$ cat src/mpd_pkg.sv
`timescale 1ns / 1ps
`default_nettype none
// ----------------------------------------------------------------------------
// mpd_pkg
// shared types and constants of the mouse packet decoder
// ----------------------------------------------------------------------------
package mpd_pkg;

   localparam int unsigned ByteWidth        = 8;
   localparam int unsigned TimeWidth        = 63;
   localparam int unsigned WindowWidth      = 32;
   localparam int unsigned ButtonWidth      = 3;
   localparam int unsigned DeltaWidth       = 9;
   localparam int unsigned CountWidth       = 8;
   localparam int unsigned ReqDataWidth     = 72;
   localparam int unsigned RspDataWidth     = 96;

   localparam logic [WindowWidth-1:0] ClickWindowReset = 32'd500000;
   localparam logic [CountWidth-1:0]  CountMax         = 8'hff;

   // bit positions in the first byte of a packet
   localparam int unsigned XSignBit = 4;
   localparam int unsigned YSignBit = 5;

   // position of the next byte within its packet
   typedef enum logic [1:0] {
      PhaseFirst  = 2'd0,
      PhaseSecond = 2'd1,
      PhaseThird  = 2'd2
   } phase_type;

   // decoded fields of one complete packet
   typedef struct packed {
      logic [ButtonWidth-1:0]       buttons;
      logic signed [DeltaWidth-1:0] x_delta;
      logic signed [DeltaWidth-1:0] y_delta;
   } packet_type;

   // status from the byte assembler
   typedef struct packed {
      logic third_byte;   // the next byte closes a packet
   } asm_status_type;

endpackage
`default_nettype wire

$ cat src/mouse_packet_decoder_core.sv
`timescale 1ns / 1ps
`default_nettype none
// ----------------------------------------------------------------------------
// mouse_packet_decoder_core
// three-byte mouse packet decoder with multi-click counting
// ----------------------------------------------------------------------------
// Each req transaction carries one mouse byte and its microsecond timestamp.
// Bytes are grouped into packets of three; the third byte of a packet yields
// one rsp transaction with the buttons, the sign-extended x and y deltas, the
// click count and the third byte's time. The block takes one byte per clock:
// the first two bytes of a packet are always accepted, and the third waits
// only while the single result register still holds an untaken result. The
// result appears on rsp in the cycle after its third byte is accepted. The click
// count rises on a press edge (all buttons released before, any pressed now)
// that comes less than click_window microseconds after the previous press
// edge, otherwise restarts at one, and stays at 255 once there. Sync and
// overflow bits of the first byte are not checked. The click window register
// is written through csr and should only change while the block is idle.
// ----------------------------------------------------------------------------
module mouse_packet_decoder_core (
   input  wire logic                              clock,
   input  wire logic                              reset,
   // request stream
   input  wire logic                              req_tvalid,
   output logic                                   req_tready,
   // data_byte [7:0], now_time [70:8], zero [71]
   input  wire logic [mpd_pkg::ReqDataWidth-1:0]  req_tdata,
   // result stream
   output logic                                   rsp_tvalid,
   input  wire logic                              rsp_tready,
   // buttons [2:0], x_delta [11:3], y_delta [20:12], click_count [28:21],
   // event_time [91:29], zero [95:92]
   output logic      [mpd_pkg::RspDataWidth-1:0]  rsp_tdata,
   // click window register
   input  wire logic                              csr_wr_en,
   input  wire logic [mpd_pkg::WindowWidth-1:0]   csr_wr_data
);

   localparam int unsigned PadWidth = mpd_pkg::RspDataWidth - mpd_pkg::ButtonWidth
                                    - 2 * mpd_pkg::DeltaWidth - mpd_pkg::CountWidth
                                    - mpd_pkg::TimeWidth;

   logic [mpd_pkg::WindowWidth-1:0] click_window_ff, click_window_in;
   logic [mpd_pkg::ByteWidth-1:0]   data_byte;
   logic [mpd_pkg::TimeWidth-1:0]   now_time;
   logic                            req_fire;
   logic                            packet_done;
   logic                            rsp_space;
   logic [mpd_pkg::CountWidth-1:0]  click_count;
   logic [mpd_pkg::RspDataWidth-1:0] rsp_data;
   mpd_pkg::asm_status_type         asm_status;
   mpd_pkg::packet_type             packet;

   // unpack the request fields
   assign data_byte = req_tdata[mpd_pkg::ByteWidth-1:0];
   assign now_time  = req_tdata[mpd_pkg::ByteWidth +: mpd_pkg::TimeWidth];

   // result register is free, or empties this cycle
   assign rsp_space   = !rsp_tvalid || rsp_tready;
   // only the packet-closing byte needs room for a result
   assign req_tready  = !asm_status.third_byte || rsp_space;
   assign req_fire    = req_tvalid && req_tready;
   assign packet_done = req_fire && asm_status.third_byte;

   // click window register
   assign click_window_in = csr_wr_en ? csr_wr_data : click_window_ff;

   always_ff @(posedge clock) begin
      if (reset) begin
         click_window_ff <= mpd_pkg::ClickWindowReset;
      end else begin
         click_window_ff <= click_window_in;
      end
   end

   mpd_assembler u_assembler (
      .clock      (clock),
      .reset      (reset),
      .byte_valid (req_fire),
      .data_byte  (data_byte),
      .status     (asm_status),
      .packet     (packet)
   );

   mpd_click_tracker u_click_tracker (
      .clock        (clock),
      .reset        (reset),
      .packet_done  (packet_done),
      .buttons      (packet.buttons),
      .now_time     (now_time),
      .click_window (click_window_ff),
      .click_count  (click_count)
   );

   // pack the result fields, lowest first
   assign rsp_data = {{PadWidth{1'b0}}, now_time, click_count,
                      packet.y_delta, packet.x_delta, packet.buttons};

   mpd_rsp_reg u_rsp_reg (
      .clock      (clock),
      .reset      (reset),
      .load       (packet_done),
      .load_data  (rsp_data),
      .rsp_tvalid (rsp_tvalid),
      .rsp_tready (rsp_tready),
      .rsp_tdata  (rsp_tdata)
   );

endmodule
`default_nettype wire

$ cat src/mpd_assembler.sv
`timescale 1ns / 1ps
`default_nettype none
// ----------------------------------------------------------------------------
// mpd_assembler
// collects bytes into three-byte packets and decodes buttons and deltas
// ----------------------------------------------------------------------------
module mpd_assembler (
   input  wire logic                          clock,
   input  wire logic                          reset,
   input  wire logic                          byte_valid,
   input  wire logic [mpd_pkg::ByteWidth-1:0] data_byte,
   output mpd_pkg::asm_status_type            status,
   output mpd_pkg::packet_type                packet
);

   mpd_pkg::phase_type                phase_ff, phase_in;
   logic [mpd_pkg::ByteWidth-1:0]     first_byte_ff, first_byte_in;
   logic [mpd_pkg::ByteWidth-1:0]     second_byte_ff, second_byte_in;

   // next state
   always_comb begin
      phase_in       = phase_ff;
      first_byte_in  = first_byte_ff;
      second_byte_in = second_byte_ff;
      if (byte_valid) begin
         unique case (phase_ff)
            mpd_pkg::PhaseSecond: begin
               second_byte_in = data_byte;
               phase_in       = mpd_pkg::PhaseThird;
            end
            mpd_pkg::PhaseThird: begin
               phase_in = mpd_pkg::PhaseFirst;
            end
            default: begin
               // the unused phase code behaves as the first byte
               first_byte_in = data_byte;
               phase_in      = mpd_pkg::PhaseSecond;
            end
         endcase
      end
   end

   // outputs
   always_comb begin
      status.third_byte = (phase_ff == mpd_pkg::PhaseThird);
      packet.buttons    = first_byte_ff[mpd_pkg::ButtonWidth-1:0];
      packet.x_delta    = {first_byte_ff[mpd_pkg::XSignBit], second_byte_ff};
      packet.y_delta    = {first_byte_ff[mpd_pkg::YSignBit], data_byte};
   end

   always_ff @(posedge clock) begin
      if (reset) begin
         phase_ff       <= mpd_pkg::PhaseFirst;
         first_byte_ff  <= '0;
         second_byte_ff <= '0;
      end else begin
         phase_ff       <= phase_in;
         first_byte_ff  <= first_byte_in;
         second_byte_ff <= second_byte_in;
      end
   end

endmodule
`default_nettype wire

$ cat src/mpd_click_tracker.sv
`timescale 1ns / 1ps
`default_nettype none
// ----------------------------------------------------------------------------
// mpd_click_tracker
// counts presses that follow each other within the click window
// ----------------------------------------------------------------------------
module mpd_click_tracker (
   input  wire logic                             clock,
   input  wire logic                             reset,
   input  wire logic                             packet_done,
   input  wire logic [mpd_pkg::ButtonWidth-1:0]  buttons,
   input  wire logic [mpd_pkg::TimeWidth-1:0]    now_time,
   input  wire logic [mpd_pkg::WindowWidth-1:0]  click_window,
   output logic      [mpd_pkg::CountWidth-1:0]   click_count
);

   logic [mpd_pkg::ButtonWidth-1:0] prev_buttons_ff, prev_buttons_in;
   logic [mpd_pkg::TimeWidth-1:0]   last_press_ff, last_press_in;
   logic [mpd_pkg::CountWidth-1:0]  clicks_ff, clicks_in;
   logic [mpd_pkg::TimeWidth:0]     window_end;
   logic                            press_edge;
   logic                            in_window;

   // one bit wider so the sum cannot wrap
   assign window_end = {1'b0, last_press_ff}
                     + {{(mpd_pkg::TimeWidth + 1 - mpd_pkg::WindowWidth){1'b0}}, click_window};
   assign in_window  = window_end > {1'b0, now_time};
   assign press_edge = (buttons != '0) && (prev_buttons_ff == '0);

   always_comb begin
      clicks_in       = clicks_ff;
      last_press_in   = last_press_ff;
      prev_buttons_in = prev_buttons_ff;
      if (packet_done) begin
         prev_buttons_in = buttons;
         if (press_edge) begin
            last_press_in = now_time;
            priority if (!in_window) begin
               clicks_in = mpd_pkg::CountWidth'(1);
            end else if (clicks_ff != mpd_pkg::CountMax) begin
               clicks_in = clicks_ff + mpd_pkg::CountWidth'(1);
            end
         end
      end
   end

   assign click_count = clicks_in;

   always_ff @(posedge clock) begin
      if (reset) begin
         prev_buttons_ff <= '0;
         last_press_ff   <= '0;
         clicks_ff       <= '0;
      end else begin
         prev_buttons_ff <= prev_buttons_in;
         last_press_ff   <= last_press_in;
         clicks_ff       <= clicks_in;
      end
   end

endmodule
`default_nettype wire

$ cat src/mpd_rsp_reg.sv
`timescale 1ns / 1ps
`default_nettype none
// ----------------------------------------------------------------------------
// mpd_rsp_reg
// result register holding one decoded packet until it is taken
// ----------------------------------------------------------------------------
module mpd_rsp_reg (
   input  wire logic                             clock,
   input  wire logic                             reset,
   input  wire logic                             load,
   input  wire logic [mpd_pkg::RspDataWidth-1:0] load_data,
   output logic                                  rsp_tvalid,
   input  wire logic                             rsp_tready,
   output logic      [mpd_pkg::RspDataWidth-1:0] rsp_tdata
);

   logic                             valid_ff, valid_in;
   logic [mpd_pkg::RspDataWidth-1:0] data_ff, data_in;

   assign valid_in = load || (valid_ff && !rsp_tready);
   assign data_in  = load ? load_data : data_ff;

   always_ff @(posedge clock) begin
      if (reset) begin
         valid_ff <= 1'b0;
      end else begin
         valid_ff <= valid_in;
      end
   end

   always_ff @(posedge clock) begin
      data_ff <= data_in;
   end

   assign rsp_tvalid = valid_ff;
   assign rsp_tdata  = data_ff;

endmodule
`default_nettype wire
$ cat config.mk
export PLATFORM = sky130hd
export DESIGN_NAME = mouse_packet_decoder_core
export DESIGN_NICKNAME = d
export VERILOG_FILES = /design/src/mpd_pkg.sv /design/src/mouse_packet_decoder_core.sv /design/src/mpd_assembler.sv /design/src/mpd_click_tracker.sv /design/src/mpd_rsp_reg.sv
export SDC_FILE = /design/constraint.sdc
export NUM_CORES = 1
export LEC_CHECK = 0
export BUFFER_PORTS_ARGS = -buffer_cell sky130_fd_sc_hd__buf_4
export CORE_MARGIN = 1.5
export CORE_UTILIZATION = 56
export CTS_CLUSTER_DIAMETER = 40
export DETAILED_ROUTE_END_ITERATION = 8
export HOLD_SLACK_MARGIN = 0.03
export PLACE_DENSITY = 0.78
export SYNTH_ARGS = -nofsm -noshare
export SYNTH_HDL_FRONTEND = slang
export SYNTH_SLANG_ARGS = --single-unit
export TNS_END_PERCENT = 10
$ cat constraint.sdc
create_clock -name clock -period 6.4 [get_ports clock]
set_input_delay 0.32 -clock clock [delete_from_list [all_inputs] [get_ports clock]]
set_output_delay 0.32 -clock clock [all_outputs]
set_load 0.005 [all_outputs]
==> metrics.txt, run 1 <==
crit-path cells ha_1 > inv_1 > fa_1 > nand2b_1 > a21oi_2 > o21ai_4 > a2111oi_4 > o21ai_2 > a31oi_2 > buf_4 > and3_1 > xor2_1 > ha_1 > nand4_1 > nor4_2 > nand3_1 > or4_1 > a22o_4 > a21oi_2 > nor2_1; H-tree depth 1; Setup Fix Bufs, Post-CTS 0; setup ws final 0.8385 ns; CTS resizes 0; Core Footprint 19590 sq um; Worst path slowest cell or4_1; first-pass GRT wire length approximately 45000 um; Initial DRC Count 523; I/O pins 207; Async S/R FF share, synth 0%; final worst path period need about 5.6 ns; Clock Path Buffers 3; RSZ-0062 raised after global routing no; Clock transition at path regs 0.06 ns; Post-Layout Cell Count 1768; synthesized area 11250 sq um; average vias per placed instance 5.506; Fin. Hold Viols 0; fin nets 1688; Power Total between 3 and 4 mW; share of post-route cells with drive strength above 1 19.29%; Slew @ Worst Pin between 0.9 and 1 ns; crit path kind register to register; initial antenna violation count 0; DIE WIDTH 144.7 um; Skew-Pair Late Insertion Delay 0.55 ns; total CTS buffers 30; CTS tree done; slowest stage delay, CP around 0.59 ns; max cap viols 0; Worst EP required between 6 and 7 ns; final instance area roughly 15000 sq um; FMAX 179.8 MHz; final WL roughly 29000 um; Leakage 6.554 nW; Routed wire per std cell 16.13 um; Core Rows 51; #FFs+latches synth about 210; Crit path max-delay family simple AND/OR/NAND/NOR gates; synth unique cells 68; total track usage 27.15%; peak supply drop 0.2148 mV; via count 9734; Max Slew Vio Count 0; detailed placement HPWL about 19000 um; CTS root buffer clkbuf_16; slew margin rel. 36.67%; Fin Setup TNS 0 ns; total global routing overflow 0; synthesized instance count 1184; Die Y about 140 um; status completed; Synth Area per Inst ~9.5 sq um; hold_ws 0.05147 ns; Cell Area, Placed roughly 13000 sq um; crit start category register; placed insts 1611; DRT antenna net count 0; total iterations of the first detailed-routing run 5; fin crit share 86.90%; largest net degree at the start of global routing 85; clock skew 0.01312 ns; PortBufs around 200; WP buf/inv 2; detailed-route DRC error count 0; P per Cell Area 229.6 nW/um^2; Seq/Total Area, Yosys 46.28%; Final GP Congestion about 0.91; # clock sinks around 210; CP arrival approximately 5.9 ns; dpl ws approximately 0.94 ns; CP endpoint kind register; # diodes 0; die area 20940 sq um; initial core utilization roughly 57%; number of synthesized flops with an enable pin slightly above 90; final core occ 76.51%; hold crit path type input port to register; yosys warns 0; vias in the first global route 9617; Syn-to-layout area delta 33.26%; count of final setup violators 0; Top FF cell, synth dfxtp_1; worst-path fanout max 12
-- worst register-to-register path, delay by kind of cell (launching register included) --
family	cells	cell delay [ns]
simple gates	7	1.97
compound gates	7	1.73
fa+ha+maj	3	0.88
flops	1	0.37
buf+inv	2	0.30
xor+xnor	1	0.07
-- cells in the mapped netlist (3+ instances only) --
cell type	n	share of area, %
ha_1	98	11
nand3_1	42	1.9
nor3_1	15	0.67
o211ai_1	4	0.27
mux2i_1	25	2.2
nor2_2	4	0.22
a31oi_1	7	0.39
buf_4	5	0.33
xor2_1	19	1.5
a21oi_1	128	5.7
nand2b_1	11	0.61
nand2_1	201	6.7
o21ai_1	7	0.31
clkbuf_1	34	1.1
o21bai_1	4	0.27
buf_2	7	0.31
nor2_1	57	1.9
a21o_1	18	1.2
nand4_1	19	1.1
a211oi_1	6	0.40
a41oi_1	3	0.23
xnor2_1	42	3.3
and4_1	5	0.39
o21ai_0	26	1.2
inv_1	77	2.6
dfxtp_1	122	22
a21oi_2	8	0.62
o21a_1	3	0.20
and3_1	24	1.3
and2_1	6	0.33
edfxtp_1	92	25
a211o_1	9	0.70
nor2b_1	14	0.78
-- sequential cells by signal (all words and copies together), names as in the netlist --
name,cells
u_click_tracker.last_press_ff,63
u_rsp_reg.rsp_tdata,92
click_window_ff,32
u_assembler.first_byte_ff,5
u_assembler.phase_ff,2
u_assembler.second_byte_ff,8
u_rsp_reg.rsp_tvalid,1
u_click_tracker.prev_buttons_ff,3
u_click_tracker.clicks_ff,8
-- layout by cell type (no fill, tap or decap), types with 4 or more instances in the layout --
cell type,instances
a21o_1,18
o21bai_1,4
and4_1,5
xnor2_1,42
inv_1,76
a211o_1,9
a31oi_1,7
xor2_1,19
conb_1,4
nor3_1,15
clkbuf_16,30
nand3_1,42
ha_1,98
clkinv_2,4
buf_4,206
mux2i_1,25
nand2b_1,11
and3_1,24
o21ai_0,26
a211oi_1,6
nand4_1,19
edfxtp_1,92
dlygate4sd3_1,102
inv_6,7
and2_1,6
nor2_1,57
a21oi_1,128
nor2b_1,14
nor2_2,4
nand2_1,201
dfxtp_1,122
o211ai_1,4
o21ai_1,7
a21oi_2,8
-- logic make-up after synthesis --
family / share of synthesized area, %
buf+inv: 4.450
other cells: 0.03334
compound gates: 14.06
xor+xnor: 4.750
mux: 2.225
fa+ha+maj: 11.08
simple gates: 17.12
flops: 46.28
-- final timing paths --
check                           cells past startpoint                     startpoint  slack, ns                      end
worst max-delay path                               20             click_window_ff[0]       0.84  u_rsp_reg.rsp_tdata[27]
worst min-delay path                                3                csr_wr_data[14]       0.05      click_window_ff[14]
worst max register to register                     20             click_window_ff[0]       0.84  u_rsp_reg.rsp_tdata[27]
worst min register to register                      0  u_assembler.second_byte_ff[0]       0.43   u_rsp_reg.rsp_tdata[3]
-- cell type report --
type | instances | area (sq um)
clock buffer | 34 | 795.8
clock inverter | 21 | 225.2
fill | 1360 | 4602
inverter | 77 | 291.5
multi-input combinational | 849 | 5572
sequential | 214 | 5205
tap | 265 | 331.6
timing repair buffer | 308 | 2567
-- report_power, final --
part	total, mW	internal (mW)	switching (mW)
Combinational	0.328	0.165	0.164
Clock	1.64	0.993	0.646
Sequential	1.47	1.45	0.0181
-- layer usage --
metal	vias up	track usage (%)	share of wire, %
met2	340	49.21	50
li1	4759	-	-
met1	4547	32.12	41
met4	0	11.11	3.8
met3	88	4.146	5.5
met5	-	0	0
-- timing repair --
action / CTS / global route
hold buffers: 102 / 0
endpoints found under the hold margin: 139 / 0
setup endpoints to repair: 0 / 0
No activity file was read; power rests on OpenSTA's default activity.
==> inputs of run 2 (changes only) <==
--- a/config.mk
+++ b/config.mk
@@ -5,13 +5,14 @@
 export SDC_FILE = /design/constraint.sdc
 export NUM_CORES = 1
 export LEC_CHECK = 0
+export ABC_AREA = 1
 export BUFFER_PORTS_ARGS = -buffer_cell sky130_fd_sc_hd__buf_4
 export CORE_MARGIN = 1.5
-export CORE_UTILIZATION = 56
+export CORE_UTILIZATION = 57
 export CTS_CLUSTER_DIAMETER = 40
 export DETAILED_ROUTE_END_ITERATION = 8
 export HOLD_SLACK_MARGIN = 0.03
-export PLACE_DENSITY = 0.78
+export PLACE_DENSITY = 0.79
 export SYNTH_ARGS = -nofsm -noshare
 export SYNTH_HDL_FRONTEND = slang
 export SYNTH_SLANG_ARGS = --single-unit
==> metrics.txt, run 2 <==
status completed (unchanged); CTS Hold Bufs 101 (was 102); peak supply drop 0.1929 mV (was 0.2148 mV); Synth Area per Inst 8.285 sq um (was 9.499 sq um); most frequent CP cell inv_1; Async S/R FF share, synth 0% (unchanged); Slew @ Worst Pin 1.084 ns (was 0.9500 ns); hold_ws 0.07072 ns (was 0.05147 ns); largest net degree at the start of global routing 103 (was 85); RSZ-0062 raised after global routing no (unchanged); crit start category register (unchanged); Fin Setup TNS 0 ns (unchanged); die area 21630 sq um (was 20940 sq um); via count 11031 (was 9734); Die Y 147.1 um (was 144.7 um); Core Rows 52 (was 51); CTS resizes 0 (unchanged); Max Slew Vio Count 0 (unchanged); top cell type by total area after synthesis edfxtp_1 (unchanged); CTS root buffer clkbuf_16 (unchanged); crit-path cells ha_1 > inv_1 > fa_1 > inv_1 > nand3_1 > nand2_1 > a21oi_2 > o21ai_1 > nand4_1 > nand2_1 > a21oi_1 > nor2_1 > xor2_1 > ha_1 > nand2_1 > inv_1 > nand3_1 > nor4_1 > nand4_2 > nand2_4 > nand2_4 > nand2_2 > inv_1 (was ha_1 > inv_1 > fa_1 > nand2b_1 > a21oi_2 > o21ai_4 > a2111oi_4 > o21ai_2 > a31oi_2 > buf_4 > and3_1 > xor2_1 > ha_1 > nand4_1 > nor4_2 > nand3_1 > or4_1 > a22o_4 > a21oi_2 > nor2_1); WP buf/inv 4 (was 2); final instance area 15510 sq um (was 14990 sq um); Core Footprint 20300 sq um (was 19590 sq um); met2 usage 53.43% (was 49.21%); Setup Fix Bufs, Post-CTS 0 (unchanged); Syn-to-layout area delta 31.13% (was 33.26%); grt met3 use 4.627% (was 4.146%); P per Cell Area 222.3 nW/um^2 (was 229.6 nW/um^2); FMAX 210.8 MHz (was 179.8 MHz); Top FF cell, synth dfxtp_1 (unchanged); Routed wire per std cell 16.26 um (was 16.13 um); fin crit share 74.14% (was 86.90%); slew margin rel. 27.63% (was 36.67%); most common cell after layout, fill and taps aside nand2_1 (was buf_4); Clock transition at path regs 0.06 ns (about the same); total track usage 30.23% (was 27.15%); Final GP Congestion 0.9298 (was 0.9128); synth unique cells 48 (was 68); worst-path fanout max 5 (was 12); Power Total 3.449 mW (was 3.441 mW); number of synthesized flops with an enable pin 92 (unchanged); DIE WIDTH 147.1 um (was 144.7 um); Leakage 7.079 nW (was 6.554 nW); PortBufs 201 (unchanged); total CTS buffers 29 (was 30); DRT antenna net count 0 (unchanged); most frequent cells in the layout nand2_1, buf_4, inv_1 (was buf_4, nand2_1, a21oi_1); yosys warns 0 (unchanged); I/O pins 207 (unchanged); initial core utilization 58.28% (was 57.41%); GRT busiest layer met2 (unchanged); CP arrival 5.04 ns (was 5.86 ns); clock skew 0.01605 ns (was 0.01312 ns); CP endpoint kind register (unchanged); largest cells by area after synthesis edfxtp_1, dfxtp_1, ha_1 (unchanged); CTS tree done (unchanged); share of post-route cells with drive strength above 1 18.45% (was 19.29%); fin nets 1936 (was 1688); max cap viols 0 (unchanged); total global routing overflow 0 (unchanged); Fin. Hold Viols 0 (unchanged); # diodes 0 (unchanged); slowest stage delay, CP 0.60 ns (was 0.59 ns); total iterations of the first detailed-routing run 6 (was 5); Worst EP required 6.70 ns (about the same); final WL 32870 um (was 28520 um); Seq/Total Area, Yosys 43.99% (was 46.28%); Cell Area, Placed 13550 sq um (was 12950 sq um); Skew-Pair Late Insertion Delay 0.54 ns (was 0.55 ns); # clock sinks 214 (unchanged); crit path kind register to register (unchanged); met1 Use GR 37.15% (was 32.12%); Synth top area share 23.35% (was 24.56%); average vias per placed instance 5.458 (was 5.506); detailed placement HPWL 22350 um (was 18530 um); synthesized instance count 1428 (was 1184); #FFs+latches synth 214 (unchanged); count of final setup violators 0 (unchanged); Worst path slowest cell nor4_1 (was or4_1); Crit path max-delay family simple AND/OR/NAND/NOR gates (unchanged); vias in the first global route 10999 (was 9617); first-pass GRT wire length 53090 um (was 45350 um); final worst path period need 4.745 ns (was 5.562 ns); detailed-route DRC error count 0 (unchanged); synthesized area 11830 sq um (was 11250 sq um); Clock Path Buffers 3 (unchanged); Post-synth top cells nand2_1, inv_1, a21oi_1 (was nand2_1, a21oi_1, dfxtp_1); hold crit path type input port to register (unchanged); H-tree depth 1 (unchanged); Initial DRC Count 817 (was 523); number of flip-flops in the largest register 92 (unchanged); initial antenna violation count 1 (was 0); top-count cell post-synth nand2_1 (unchanged)
run 2: final timing paths:
check	from	end	slack [ns]	cells past startpoint
worst max-delay path	click_window_ff[0]	u_rsp_reg.rsp_tdata[23]	1.66	23
worst min-delay path	csr_wr_data[29]	click_window_ff[29]	0.07	3
worst max register to register	click_window_ff[0]	u_rsp_reg.rsp_tdata[23]	1.66	23
worst min register to register	u_assembler.first_byte_ff[5]	u_rsp_reg.rsp_tdata[20]	0.43	0
run 2: cell families (layout without fill, tap and decap cells):
group,count (synthesis),count (layout),share of synthesized area [%]
and+or+nand+nor,504,504,19.13
AOI/OAI and AO/OA,308,308,13.97
buffers and inverters,241,561,7.826
DFF,214,214,43.99
adders and majority gates,99,99,10.53
xor gates and xnor gates,61,61,4.516
other,1,4,0.03170
run 2: routing by layer:
layer / up-vias / part of all wire [%] / wire length (um)
met5: - / 0.049 / 16
met2: 452 / 49 / 16100
met4: 2 / 3.3 / 1092
li1: 5367 / - / -
met3: 94 / 6.7 / 2202
met1: 5116 / 41 / 13460
run 2: final cells by class:
class | count | area, sq um
multi-input combinational | 976 | 5712
sequential | 214 | 5205
fill | 1473 | 4785
timing repair buffer | 305 | 2542
clock buffer | 37 | 795.8
inverter | 202 | 760.7
tap | 270 | 337.8
clock inverter | 17 | 161.4
run 2: power by group:
group	switching (mW)	internal, mW	total, mW
Sequential	0.0234	1.46	1.48
Clock	0.635	0.939	1.57
Combinational	0.212	0.179	0.391
run 2: worst register-to-register path, stage by stage, from the launching register on:
cell     delay, ns
dfxtp_1       0.33
ha_1          0.19
inv_1         0.07
fa_1          0.41
inv_1         0.10
nand3_1       0.10
nand2_1       0.17
a21oi_2       0.12
o21ai_1       0.34
nand4_1       0.13
nand2_1       0.18
a21oi_1       0.18
nor2_1        0.25
xor2_1        0.11
ha_1          0.29
nand2_1       0.07
inv_1         0.10
nand3_1       0.11
nor4_1        0.60
nand4_2       0.29
nand2_4       0.15
nand2_4       0.08
nand2_2       0.10
inv_1         0.05
run 2: per-stage QoR:
step           util, %  setup WS [ns]  instances
2_1_floorplan        -          2.675       1431
3_3_place_gp     66.73          1.897       1866
3_5_place_dp     66.73          1.799       1866
4_1_cts          76.43          1.753       2021
5_1_grt          76.43          1.169       2021
6_report         76.43          1.655       2021
==> inputs of run 3 (changes only) <==
--- a/config.mk
+++ b/config.mk
@@ -8,11 +8,11 @@
 export ABC_AREA = 1
 export BUFFER_PORTS_ARGS = -buffer_cell sky130_fd_sc_hd__buf_4
 export CORE_MARGIN = 1.5
-export CORE_UTILIZATION = 57
+export CORE_UTILIZATION = 51
 export CTS_CLUSTER_DIAMETER = 40
 export DETAILED_ROUTE_END_ITERATION = 8
 export HOLD_SLACK_MARGIN = 0.03
-export PLACE_DENSITY = 0.79
+export PLACE_DENSITY = 0.75
 export SYNTH_ARGS = -nofsm -noshare
 export SYNTH_HDL_FRONTEND = slang
 export SYNTH_SLANG_ARGS = --single-unit
==> constraint.sdc (replaced) <==
create_clock -name clock -period 3.9 [get_ports clock]
set_input_delay 0.195 -clock clock [delete_from_list [all_inputs] [get_ports clock]]
set_output_delay 0.195 -clock clock [all_outputs]
set_load 0.005 [all_outputs]
==> metrics.txt, run 3 (synthesis gave the netlist of run 2 again) <==
hold crit path type input port to register (unchanged); total CTS buffers 30 (was 29); total track usage 27.52% (was 30.23%); Core Rows 55 (was 52); RSZ-0062 raised after global routing yes (was no); R2R setup slack -0.02 ns (was 1.66 ns); final instance area 16860 sq um (was 15510 sq um); FILL cells 1617 (was 1473); slowest stage delay, CP 0.37 ns (was 0.60 ns); final WL 35440 um (was 32870 um); final core occ 74.24% (was 76.43%); Slew @ Worst Pin 0.8591 ns (was 1.084 ns); first-pass GRT wire length 53590 um (was 53090 um); via count 11349 (was 11031); failing checks setup timing; Skew-Pair Late Insertion Delay 0.56 ns (was 0.54 ns); CTS tree done (unchanged); largest net degree at the start of global routing 71 (was 103); share of post-route cells with drive strength above 1 26.46% (was 18.45%); CP arrival 4.24 ns (was 5.04 ns); worst-path fanout max 7 (was 5); Initial DRC Count 700 (was 817); Cell Area, Placed 13860 sq um (was 13550 sq um); DRT antenna net count 0 (unchanged); Leakage 7.467 nW (was 7.079 nW); max cap viols 0 (unchanged); WP buf/inv 6 (was 4); sw power 1.562 mW (was 0.8696 mW); DIE WIDTH 155.3 um (was 147.1 um); Routed wire per std cell 16.84 um (was 16.26 um); Worst EP required 4.22 ns (was 6.70 ns); peak supply drop 0.3604 mV (was 0.1929 mV); most frequent cells in the layout buf_4, nand2_1, inv_1 (was nand2_1, buf_4, inv_1); FMAX 254.9 MHz (was 210.8 MHz); die area 24120 sq um (was 21630 sq um); CP endpoint kind register (unchanged); reg-to-reg endpoint u_rsp_reg.rsp_tdata[23] (unchanged); register area 5214 sq um (was 5205 sq um); most common cell after layout, fill and taps aside buf_4 (was nand2_1); status finished with violations (was completed); Worst path slowest cell fa_2 (was nor4_1); most frequent CP cell nand3_2 (was inv_1); Hold Path Sink click_window_ff[17] (was click_window_ff[29]); Multi-input gate area 6371 sq um (was 5712 sq um); fin nets 2002 (was 1936); Fin. Hold Viols 0 (unchanged); Syn-to-layout area delta 42.49% (was 31.13%); detailed-route DRC error count 0 (unchanged); Die Y 155.3 um (was 147.1 um); fin crit share 100.6% (was 74.14%); Logic pwr share 12.1% (was 11.3%); H-tree depth 1 (unchanged); worst hold path depth 3 (unchanged); Core Footprint 22710 sq um (was 20300 sq um); total iterations of the first detailed-routing run 5 (was 6); Sw Ratio 26.03% (was 25.21%); count of final setup violators 7 (was 0); Levels on crit path 26 (was 23); total global routing overflow 0 (unchanged); PortBufs 201 (unchanged); Clock Path Buffers 3 (unchanged); final worst path period need 3.923 ns (was 4.745 ns); slew margin rel. 42.73% (was 27.63%); clock skew 0.02291 ns (was 0.01605 ns); Crit path max-delay family simple AND/OR/NAND/NOR gates (unchanged); P per Cell Area 355.9 nW/um^2 (was 222.3 nW/um^2); CTS root buffer clkbuf_16 (unchanged); vias in the first global route 10896 (was 10999); # clock sinks 214 (unchanged); Sequential Power Share 40.7% (was 43.0%); Clock transition at path regs 0.06 ns (about the same); detailed placement HPWL 23560 um (was 22350 um); crit start category register (unchanged); clock share of power 47.2% (was 45.6%); average vias per placed instance 5.394 (was 5.458); dpl ws -0.1824 ns (was 1.799 ns); Worst Hold Launch csr_wr_en (was csr_wr_data[29]); Max Slew Vio Count 0 (unchanged); setup ws final -0.02289 ns (was 1.655 ns); initial core utilization 52.10% (was 58.28%); initial antenna violation count 1 (unchanged); Internal 4.438 mW (was 2.580 mW); Final GP Congestion 0.9528 (was 0.9298); I/O pins 207 (unchanged); crit path kind register to register (unchanged); reg2reg path depth 26 (was 23); Critical R2R Launch u_click_tracker.last_press_ff[0] (was click_window_ff[0]); number of flip-flops in the largest register 92 (unchanged)
[run 3: cell types whose count changed in the layout (fill, tap and decap cells not counted), moves of 6 or more]
cell and change:
buf_4 +52, ha_1 -24, ha_4 +23, nand2_1 -16, nor2_1 -11, a21oi_1 -10
nand2_2 +9, buf_6 +7, dfxtp_1 -7, dfxtp_2 +7, nor2_2 +7, nand3_1 -6
[run 3: final cells by class]
type,count,area share (%)
repair buffers,370,18.28
well taps,285,2.115
inverters,202,4.512
multi-input cells,976,37.79
clock inverters,23,1.722
flip-flops and latches,214,30.93
diodes,1,0.01484
clock buffers,33,4.639
[run 3: tightest hold or removal path: cells and delay by family]
kind,cells,cell delay (ns)
buffers and inverters,1,0.22
and+or+nand+nor,2,0.17
[run 3: power groups by stage]
stage | Clock [mW] | Sequential [mW] | Combinational, mW
after floorplan | 0 | 2.47 | 0.327
after global placement | 0 | 2.48 | 0.538
after detailed placement | 0 | 2.48 | 0.553
after CTS | 2.86 | 2.43 | 0.650
after global routing | 2.95 | 2.45 | 0.798
final | 2.83 | 2.44 | 0.725
[run 3: what timing repair did]
item                                    4_1_cts  5_1_grt
gates resized for setup                      16      117
hold buffers                                106        0
endpoints found under the setup margin       16       16
buffers inserted                              2       22
pin swaps                                     3       52
endpoints found under the hold margin       190        0
[run 3: worst max path at each step]
stage,start,endpoint,slack (ns)
2_1_floorplan,click_window_ff[0],u_rsp_reg.rsp_tdata[27],0.18
3_3_place_gp,u_click_tracker.last_press_ff[0],u_rsp_reg.rsp_tdata[27],-0.13
3_5_place_dp,click_window_ff[0],u_rsp_reg.rsp_tdata[24],-0.18
4_1_cts,click_window_ff[0],u_rsp_reg.rsp_tdata[24],0.02
5_1_grt,u_click_tracker.last_press_ff[0],u_click_tracker.clicks_ff[2],-0.26
6_report,u_click_tracker.last_press_ff[0],u_rsp_reg.rsp_tdata[23],-0.02
[run 3: routing by layer]
layer  global-route usage (%)  part of all wire, %  up-vias
met3                    3.593                  6.4       96
met4                    9.388                  3.3        0
met1                    35.44                   42     5306
met5                        0                    0        -
li1                         -                    -     5503
met2                    47.77                   49      444
[run 3: stage by stage]
step / hold slack (ns) / total power, mW / std cells / TNS, ns
2_1_floorplan: 0.2939 / 2.799 / 1431 / 0
3_3_place_gp: 0.3832 / 3.015 / 1918 / -0.8683
3_5_place_dp: 0.3833 / 3.031 / 1918 / -1.452
4_1_cts: 0.06221 / 5.944 / 2082 / 0
5_1_grt: 0.09989 / 6.196 / 2104 / -2.839
6_report: 0.08816 / 6.001 / 2104 / -0.08717
